**config.mk**
```make
export PLATFORM = sky130hd
export DESIGN_NAME = sysex_unpack_crc16
export DESIGN_NICKNAME = d
export VERILOG_FILES = /design/src/design/sxu_pkg.sv /design/src/design/sxu_buf_mem.sv /design/src/design/sysex_unpack_crc16.sv
export SDC_FILE = /design/constraint.sdc
export NUM_CORES = 1
export LEC_CHECK = 0
export BUFFER_PORTS_ARGS = -buffer_cell sky130_fd_sc_hd__buf_2
export CORE_AREA = 2 2 109 153
export CTS_BUF_LIST = sky130_fd_sc_hd__clkbuf_8
export CTS_CLUSTER_DIAMETER = 150
export DETAILED_ROUTE_END_ITERATION = 16
export DIE_AREA = 0 0 111 155
export GPL_ROUTABILITY_DRIVEN = 0
export PLACE_DENSITY = 0.51
export SLEW_MARGIN = 0
export SYNTH_ARGS = -nofsm -noshare
export SYNTH_HDL_FRONTEND = slang
export SYNTH_SLANG_ARGS = --single-unit
```
**constraint.sdc**
```tcl
create_clock -name clk -period 3 [get_ports clk]
set_input_delay 0.9 -clock clk [delete_from_list [all_inputs] [get_ports clk]]
set_output_delay 0.9 -clock clk [all_outputs]
set_load 0.005 [all_outputs]
```
**src/design/sxu_pkg.sv**
```systemverilog
`default_nettype none
// ----------------------------------------------------------------------------
// sxu_pkg
// Shared types, codes and the CRC-16-CCITT byte step for the sysex unpacker.
// ----------------------------------------------------------------------------
package sxu_pkg;

  // Default number of data bytes ahead of each high-bit byte
  localparam int GROUP_LEN_DEF = 7;

  // Group buffer geometry (sized for the largest group)
  localparam int BUF_DEPTH = 8;
  localparam int BUF_AW    = 3;

  // CRC seed
  localparam logic [15:0] CRC_SEED = 16'hFFFF;

  // Command codes on func
  localparam logic [1:0] FUNC_FEED        = 2'd0;
  localparam logic [1:0] FUNC_RESTART_ALL = 2'd1;
  localparam logic [1:0] FUNC_RESTART_CRC = 2'd2;

  typedef struct packed {
    logic [1:0] func;
    logic [7:0] raw_byte;
  } in_item_t;

  typedef struct packed {
    logic [7:0]  decoded_byte;
    logic [15:0] crc_before;
    logic [15:0] crc_after;
    logic        last_of_group;
  } out_item_t;

  // Buffer write request
  typedef struct packed {
    logic              en;
    logic [BUF_AW-1:0] addr;
    logic [7:0]        data;
  } buf_wr_t;

  // CRC-16-CCITT, poly 0x1021, MSB first, one byte per call
  function automatic logic [15:0] crc16_byte(input logic [15:0] crc, input logic [7:0] b);
    logic [7:0]  t;
    logic [7:0]  q;
    logic [15:0] q16;
    t   = crc[15:8] ^ b;
    q   = t ^ (t >> 4);
    q16 = {8'h00, q};
    return {crc[7:0], 8'h00} ^ q16 ^ (q16 << 5) ^ (q16 << 12);
  endfunction

endpackage
`default_nettype wire

```
**src/design/sxu_buf_mem.sv**
```systemverilog
`default_nettype none
// ----------------------------------------------------------------------------
// sxu_buf_mem
// Group data buffer: one write port, one read port, registered read data.
// ----------------------------------------------------------------------------
module sxu_buf_mem
  import sxu_pkg::*;
(
  input  wire logic              clk,
  input  wire buf_wr_t           wr,
  input  wire logic [BUF_AW-1:0] rd_addr,
  output logic [7:0]             rd_data
);

  logic [7:0] mem [BUF_DEPTH];
  logic [7:0] rd_data_r;

  // Write port
  always_ff @(posedge clk) begin
    if (wr.en) begin
      mem[wr.addr] <= wr.data;
    end
  end

  // Read port, registered read data
  always_ff @(posedge clk) begin
    rd_data_r <= mem[rd_addr];
  end

  assign rd_data = rd_data_r;

endmodule
`default_nettype wire

```
**src/design/sysex_unpack_crc16.sv**
```systemverilog
`default_nettype none
// ----------------------------------------------------------------------------
// sysex_unpack_crc16
// MIDI sysex 7-bit unpacker with a running CRC-16-CCITT over decoded bytes.
// ----------------------------------------------------------------------------
// Data bytes and commands are taken from the input channel only while idle. The high-bit
// byte that closes a group starts a burst of GROUP_LEN results; during the burst
// the input is stalled. Each result is made in a buffer memory read state, then in
// a state that merges bit 7 and runs the CRC step into the output register; that
// state waits while the output side stalls. The read state is needed because the
// group buffer memory registers its read data.
module sysex_unpack_crc16
  import sxu_pkg::*;
#(
  parameter int GROUP_LEN = GROUP_LEN_DEF
) (
  input  wire logic      clk,
  input  wire logic      rst_n,
  input  wire logic      in_valid,
  output logic           in_stall,
  input  wire in_item_t  in_item,
  output logic           out_valid,
  input  wire logic      out_stall,
  output out_item_t      out_item
);

  localparam logic [3:0]        GL       = 4'(GROUP_LEN);
  localparam logic [BUF_AW-1:0] LAST_IDX = BUF_AW'(GROUP_LEN - 1);

  localparam logic [1:0] ST_IDLE = 2'd0;
  localparam logic [1:0] ST_READ = 2'd1;
  localparam logic [1:0] ST_PUSH = 2'd2;

  logic [1:0]        state_r, state_nxt;
  logic [3:0]        fill_r, fill_nxt;
  logic [15:0]       crc_r, crc_nxt;
  logic [BUF_AW-1:0] idx_r, idx_nxt;
  logic [7:0]        hi_r, hi_nxt;
  logic              out_valid_r, out_valid_nxt;
  out_item_t         out_item_r, out_item_nxt;

  buf_wr_t     buf_wr;
  logic [7:0]  rd_data;
  logic        in_xfer;
  logic        out_free;
  logic        push;
  logic [7:0]  merged;
  logic [15:0] crc_step;

  assign in_stall = (state_r != ST_IDLE);
  assign in_xfer  = in_valid && !in_stall;
  assign out_free = !out_valid_r || !out_stall;
  assign push     = (state_r == ST_PUSH) && out_free;

  // Restore bit 7 and run the CRC over the byte
  assign merged   = rd_data | {hi_r[idx_r], 7'b0};
  assign crc_step = crc16_byte(crc_r, merged);

  sxu_buf_mem u_buf (
    .clk     (clk),
    .wr      (buf_wr),
    .rd_addr (idx_r),
    .rd_data (rd_data)
  );

  // Control and datapath next state
  always_comb begin
    state_nxt     = state_r;
    fill_nxt      = fill_r;
    crc_nxt       = crc_r;
    idx_nxt       = idx_r;
    hi_nxt        = hi_r;
    out_valid_nxt = out_valid_r && out_stall;
    out_item_nxt  = out_item_r;
    buf_wr.en     = 1'b0;
    buf_wr.addr   = fill_r[BUF_AW-1:0];
    buf_wr.data   = in_item.raw_byte;

    case (state_r)
      ST_IDLE: begin
        if (in_xfer) begin
          case (in_item.func)
            FUNC_RESTART_ALL: begin
              fill_nxt = 4'd0;
              crc_nxt  = CRC_SEED;
            end
            FUNC_RESTART_CRC: begin
              crc_nxt = CRC_SEED;
            end
            FUNC_FEED: begin
              if (fill_r < GL) begin
                buf_wr.en = 1'b1;
                fill_nxt  = fill_r + 4'd1;
              end else begin
                // high-bit byte closes the group
                hi_nxt    = in_item.raw_byte;
                idx_nxt   = '0;
                state_nxt = ST_READ;
              end
            end
            default: ;
          endcase
        end
      end
      ST_READ: begin
        state_nxt = ST_PUSH;
      end
      ST_PUSH: begin
        if (push) begin
          out_valid_nxt              = 1'b1;
          out_item_nxt.decoded_byte  = merged;
          out_item_nxt.crc_before    = crc_r;
          out_item_nxt.crc_after     = crc_step;
          out_item_nxt.last_of_group = (idx_r == LAST_IDX);
          crc_nxt                    = crc_step;
          if (idx_r == LAST_IDX) begin
            fill_nxt  = 4'd0;
            state_nxt = ST_IDLE;
          end else begin
            idx_nxt   = idx_r + 1'b1;
            state_nxt = ST_READ;
          end
        end
      end
      default: state_nxt = ST_IDLE;
    endcase
  end

  // Control registers
  always_ff @(posedge clk) begin
    if (!rst_n) begin
      state_r     <= ST_IDLE;
      fill_r      <= 4'd0;
      crc_r       <= CRC_SEED;
      out_valid_r <= 1'b0;
    end else begin
      state_r     <= state_nxt;
      fill_r      <= fill_nxt;
      crc_r       <= crc_nxt;
      out_valid_r <= out_valid_nxt;
    end
  end

  // Payload registers
  always_ff @(posedge clk) begin
    idx_r      <= idx_nxt;
    hi_r       <= hi_nxt;
    out_item_r <= out_item_nxt;
  end

  assign out_valid = out_valid_r;
  assign out_item  = out_item_r;

  // Checks
  a_fill_bound: assert property (@(posedge clk) disable iff (!rst_n)
    fill_r <= GL)
    else $error("fill count beyond group length");

  a_emit_full: assert property (@(posedge clk) disable iff (!rst_n)
    (state_r != ST_IDLE) |-> (fill_r == GL))
    else $error("emitting from an incomplete group");

  a_crc_follows: assert property (@(posedge clk) disable iff (!rst_n)
    push |=> (out_item_r.crc_after == crc_r) && out_valid_r)
    else $error("running crc out of step with output");

  a_rise_from_push: assert property (@(posedge clk) disable iff (!rst_n)
    $rose(out_valid_r) |-> $past(state_r == ST_PUSH))
    else $error("output loaded outside the emit state");

endmodule
`default_nettype wire
```
==> results of run 1 <==
report_power, final:
| group | leakage (nW) | internal, mW | switching, mW |
|---|---|---|---|
| clock network | 0.187 | 0.778 | 0.722 |
| registers | 1.29 | 2.19 | 0.00164 |
| logic | 0.821 | 0.0166 | 0.0373 |
| total | 2.30 | 2.98 | 0.761 |
flip-flops by register name, summed over array words and instances, names as in the netlist:
signal and cells:
u_buf.mem 64, out_item 41, crc_r 16, hi_r 8, u_buf.rd_data 8, fill_r 4, idx_r 3, state_r 2
out_valid 1
cell type report:
| class | instances | area, um^2 | area share (%) |
|---|---|---|---|
| clock buffer | 19 | 262 | 3.99 |
| clock inverter | 13 | 136 | 2.08 |
| inverter | 11 | 41.3 | 0.631 |
| multi-input combinational | 153 | 1360 | 20.8 |
| sequential | 147 | 4100 | 62.7 |
| tap | 199 | 249 | 3.80 |
| timing repair buffer | 69 | 390 | 5.96 |
worst paths after layout:
| kind | end | depth (start not counted) | slack [ns] |
|---|---|---|---|
| worst max register to register | crc_r[8] | 5 | 0.70 |
| worst min register to register | out_item[37] | 0 | 0.45 |
| worst max-delay path | crc_r[8] | 5 | 0.70 |
| worst min-delay path | out_item[37] | 0 | 0.45 |
routing by layer:
| metal | vias to the layer above | GRT usage, % |
|---|---|---|
| met4 | 0 | 5.71 |
| met3 | 12 | 3.19 |
| met1 | 1447 | 13.7 |
| met5 | - | 0 |
| li1 | 1382 | - |
| met2 | 58 | 22.5 |
cells in the final DEF, fill, tap and decap left out, drive strengths merged, types with 6 or more instances in the layout:
| cell | netlist | routed |
|---|---|---|
| xnor2 | 20 | 20 |
| nand2 | 21 | 21 |
| mux4 | 16 | 16 |
| inv | 11 | 12 |
| clkbuf | 7 | 19 |
| nor2 | 19 | 19 |
| a21oi | 6 | 6 |
| buf | 5 | 69 |
| o22ai | 12 | 12 |
| clkinvlp | 0 | 6 |
| edfxtp | 116 | 116 |
| mux2 | 8 | 8 |
| dfxtp | 31 | 31 |
logic make-up after synthesis:
logic type,Yosys count,synth area share (%)
XOR/XNOR,27,4.89
flip-flops,147,73.6
buffers and inverters,23,1.91
adder cells (fa/ha/maj),5,1.12
AO/OA/AOI/OAI,32,4.13
AND/OR/NAND/NOR,60,4.87
multiplexers,29,9.45
worst max-delay path, stage by stage (launching register included):
cell and delay (ns):
edfxtp_1 0.65, nand3b_1 0.32, a41oi_4 0.40, xnor3_2 0.46
xnor2_2 0.17, o22a_1 0.21
through the flow:
step / utilization, % / hold slack [ns] / total power, mW / cells / setup WS, ns
after floorplan: - / 0.428 / 2.26 / 323 / 0.455
after global placement: 38.7 / 0.439 / 2.29 / 579 / 0.341
after detailed placement: 38.7 / 0.438 / 2.29 / 579 / 0.303
after CTS: 41.2 / 0.457 / 3.80 / 611 / 0.646
after global routing: 41.2 / 0.476 / 3.90 / 611 / 0.537
final: 41.2 / 0.453 / 3.74 / 611 / 0.698
==> impl_metrics.json, run 1 <==
{
  "grt_max_degree": 43,
  "final_area_um2": 6550,
  "die_h_um": 155,
  "synthTopCellsByCount": "edfxtp_1, dfxtp_1, nand2_1, nor2_1, xnor2_1",
  "cts_tree": "yes",
  "fin_nets": 418,
  "htreeDepth": 4,
  "gr-usage-all-layers_pct": 12.4,
  "hold_buffers": 0,
  "wl_mm": 10.0,
  "yosysMostFrequentCell": "edfxtp_1",
  "finalSetupTns_ns": 0,
  "io_buffers": 56,
  "drv_slew": 0,
  "synth_edf_count": 116,
  "slew_headroom_pct": 38.1,
  "arrival_ns": 2.63,
  "synth_fp_nets": 342,
  "initial_core_util_pct": 35.1,
  "synth_ff_type": "edfxtp_1",
  "clock_skew_ns": 0.0108,
  "wl_met1_mm": 3.96,
  "r2r-start": "idx_r[2]",
  "synth_top_area_cell": "edfxtp_1",
  "antenna_found_initial": 0,
  "ant_nets": 0,
  "grt_first_pass_wirelength_mm": 16.4,
  "max_freq_mhz": 434,
  "syn_avg_cell_area_um2": 17.3,
  "yosysTopAreaCellShare_pct": 62.5,
  "cts_resized": 0,
  "ir_worst_vdd_mv": 0.276,
  "p_leak_nw": 2.30,
  "hold_viol": 0,
  "postPlaceCellArea_um2": 6150,
  "syn_to_final_growth_pct": 17.4,
  "cts_setup_buffers": 0,
  "fin_crit_sh_pct": 76.7,
  "io_pins": 57,
  "wl_per_cell_um": 16.4,
  "clock_sinks": 147,
  "rows": 55,
  "fin_crit_ns": 2.30,
  "rsz0062_at_grt": "false",
  "powerDensity_nw_per_um2": 572,
  "synth-seq-cells": 147,
  "required_ns": 3.33,
  "status": "finished clean",
  "cap_viol_max_count": 0,
  "yosys_warnings": 0,
  "drt_iter0_drc": 80,
  "met3_wirelength_um": 370,
  "clk-insertion-delay-late_ns": 0.43,
  "synth.top_cells.by_area": "edfxtp_1, dfxtp_1, mux4_2",
  "num-fill-cells": 1474,
  "via_per_inst": 4.74,
  "cp-start-kind": "flop",
  "die-area_um2": 17200,
  "dr.pass1.iters": 4,
  "syn-cell-area_um2": 5570,
  "dr_wl_met2_mm": 5.52,
  "die_x_um": 111,
  "worst_hold_path_type": "reg -> reg",
  "hold_start": "u_buf.rd_data[4]",
  "worstMarginPinSlew_ns": 0.926,
  "end_kind": "flop",
  "drc": 0,
  "overflow": 0,
  "async_flop_share_pct": 0,
  "worstSetupPathType": "reg -> reg",
  "cp_max_fo": 14,
  "routed.top_layer": "met4",
  "path_clk_slew_ns": 0.08,
  "coreArea_um2": 15900,
  "syn_inst": 323,
  "cts_max_path_buffers": 2,
  "grt_pass1_vias": 2980,
  "final-setup-viol-count": 0,
  "diodes": 0,
  "seq_area_frac_synth_pct": 73.6,
  "synth_cell_types": 41,
  "cts_buffers": 17,
  "layout-drive-gt1-share_pct": 29.4,
  "vias": 2899,
  "clockRootBuffer": "clkbuf_8",
  "hpwl_mm": 7.04,
  "critPathLaunch": "idx_r[2]"
}
Power figures use the tool's default switching activity.
==> run 2: changes to the inputs <==
ABC_AREA = 1   (was not set)
PLACE_DENSITY = 0.53   (was 0.51)
clock period = 2.1 ns   (was 3 ns; I/O delays follow)
==> run 2 against run 1 <==
Effect of this change: setup slack got worse by 0.44 ns; fmax increased by 25%; first-iteration DRC count increased by 140%; combinational power increased to 3.0 times the previous value; synthesized area increased by 0.74%; critical path depth increased by 2; critical path type unchanged; wire length increased by 22%; core utilization increased by 0.46 points; sequential power increased by 44%.
==> impl_metrics.json, run 2 <==
{
  "status": "finished clean",
  "wl_mm": 12.2,
  "end_kind": "flop",
  "postPlaceCellArea_um2": 6260,
  "cp_cell_sequence": "ha_1, a21oi_1, nand2_1, nor2_1, nand2_1, nor2_1, buf_4",
  "final_area_um2": 6620,
  "drt_iter0_drc": 189,
  "hold_start": "fill_r[3]",
  "synth_adder_area_share_pct": 1.11,
  "slew_headroom_pct": 73.9,
  "syn_to_final_growth_pct": 17.9,
  "grt_max_degree": 33,
  "synth_ff_type": "edfxtp_1",
  "cts_tree": "yes",
  "synth_xor_area_share_pct": 3.77,
  "drv_slew": 0,
  "required_ns": 2.24,
  "synth_top_family_by_area": "simple AND/OR/NAND/NOR gates",
  "synth_cell_types": 31,
  "cp_slowest_cell": "dfxtp_1",
  "endpoint": "u_buf.mem[1][3]",
  "overflow": 0,
  "die_x_um": 111,
  "coreArea_um2": 15900,
  "clockRootBuffer": "clkbuf_8",
  "die-area_um2": 17200,
  "htreeDepth": 4,
  "synth-simple-area-share_pct": 11.4,
  "worstSetupPathType": "reg -> reg",
  "via_per_inst": 4.84,
  "muxShareOfSynthArea_pct": 0,
  "yosysMostFrequentCell": "edfxtp_1",
  "grt_pass1_vias": 3685,
  "ant_nets": 0,
  "drc": 0,
  "rsz0062_at_grt": "false",
  "multiInputGateArea_um2": 1330,
  "grt_first_pass_wirelength_mm": 19.4,
  "fin_crit_sh_pct": 87.5,
  "largest_reg_flops": 64,
  "cts_buffers": 17,
  "final_common_cell": "edfxtp_1",
  "clk-insertion-delay-late_ns": 0.43,
  "synth.top_cells.by_area": "edfxtp_1, dfxtp_1, nor2_1",
  "largest_register": "u_buf.mem",
  "syn-cell-area_um2": 5620,
  "clock_skew_ns": 0.0134,
  "critPathLaunch": "fill_r[0]",
  "hold_viol": 0,
  "diodes": 0,
  "finalSetupTns_ns": 0,
  "io_pins": 57,
  "cap_viol_max_count": 0,
  "hold_buffers": 0,
  "syn_inst": 447,
  "cp-start-kind": "flop",
  "stdcell_count": 741,
  "ff2ff_setup_slack_ns": 0.26,
  "synth_top_area_cell": "edfxtp_1",
  "async_flop_share_pct": 0,
  "cts_resized": 0,
  "final_cell_mix": "edfxtp_1, nor2_1, buf_2",
  "cp_max_fo": 8,
  "synth_fp_nets": 466,
  "vias": 3585,
  "synth_edf_count": 116,
  "clock_sinks": 147,
  "ir_worst_vdd_mv": 0.378,
  "arrival_ns": 1.98,
  "dr.pass1.iters": 4,
  "r2r_cells": 7,
  "wl_per_cell_um": 16.5,
  "yosysTopAreaCellShare_pct": 62.0,
  "layout-drive-gt1-share_pct": 22.9,
  "seq_area_frac_synth_pct": 73.1,
  "fin_crit_ns": 1.84,
  "path_clk_slew_ns": 0.07,
  "rows": 55,
  "cts_setup_buffers": 0,
  "final-setup-viol-count": 0,
  "cpPeakStageDelay_ns": 0.35,
  "final-seq-area_um2": 4100,
  "finalPower_mw": 5.32,
  "antenna_found_initial": 0,
  "worstReg2RegEnd": "u_buf.mem[1][3]",
  "powerDensity_nw_per_um2": 804,
  "fin_nets": 548,
  "gr-usage-all-layers_pct": 15.0,
  "syn_avg_cell_area_um2": 12.6,
  "p_leak_nw": 2.51,
  "r2r-start": "fill_r[0]",
  "synthTopCellsByCount": "edfxtp_1, nor2_1, nand2_1, dfxtp_1, inv_1",
  "io_buffers": 56,
  "synth-seq-cells": 147,
  "hpwl_mm": 8.91,
  "dp.cells": 709,
  "max_freq_mhz": 544,
  "num-fill-cells": 1527,
  "synth_compound_area_share_pct": 7.33,
  "worstMarginPinSlew_ns": 0.388,
  "cts_max_path_buffers": 2,
  "yosys_warnings": 0,
  "die_h_um": 155,
  "initial_core_util_pct": 35.3,
  "worst_hold_path_type": "reg -> reg"
}
run 2: cells by family (layout without fill, tap and decap cells):
kind of cell,count (synthesis),count (layout)
adders and majority gates,5,5
buffers and inverters,45,140
xor gates and xnor gates,19,19
DFF,147,147
and+or+nand+nor,157,157
AOI/OAI and AO/OA,74,74
run 2: worst min path at each step:
stage / end / slack [ns] / depth (start not counted)
after floorplan: out_item[33] / 0.43 / 0
after global placement: fill_r[3] / 0.44 / 2
after detailed placement: fill_r[3] / 0.44 / 2
after CTS: fill_r[3] / 0.46 / 2
after global routing: out_item[36] / 0.48 / 0
final: fill_r[3] / 0.45 / 2
run 2: final cells by class:
cell class / instances / share of cell area (%)
clock buffers: 17 / 3.53
inverters: 31 / 1.80
repair buffers: 77 / 6.80
flip-flops and latches: 147 / 62.0
well taps: 199 / 3.76
clock inverters: 15 / 1.97
multi-input cells: 255 / 20.1
run 2: power by group:
part	switching (mW)	internal (mW)	total, mW
sequential	0.0117	3.14	3.15
combinational	0.116	0.0488	0.164
clock	0.982	1.02	2.01
run 2: worst max-delay path, delay by kind of cell (launching register included):
kind	cells	cell delay, ns
AO/OA/AOI/OAI	1	0.24
adder cells (fa/ha/maj)	1	0.22
buffers and inverters	1	0.18
flip-flops	1	0.35
AND/OR/NAND/NOR	4	0.56
run 2: through the flow:
stage	setup WS [ns]	utilization [%]	hold slack [ns]
finish	0.262	41.6	0.454
CTS	0.223	41.6	0.457
detailed placement	0.0473	39.4	0.444
floorplan	0.156	-	0.428
global placement	0.0868	39.4	0.442
global route	0.0854	41.6	0.477
run 2: metal layers:
| metal | track usage (%) | wire, um | up-vias |
|---|---|---|---|
| met5 | 0 | 0 | - |
| met4 | 8.04 | 436 | 0 |
| met3 | 4.05 | 497 | 34 |
| met2 | 28.2 | 6790 | 102 |
| met1 | 15.0 | 4490 | 1715 |
| li1 | - | - | 1734 |
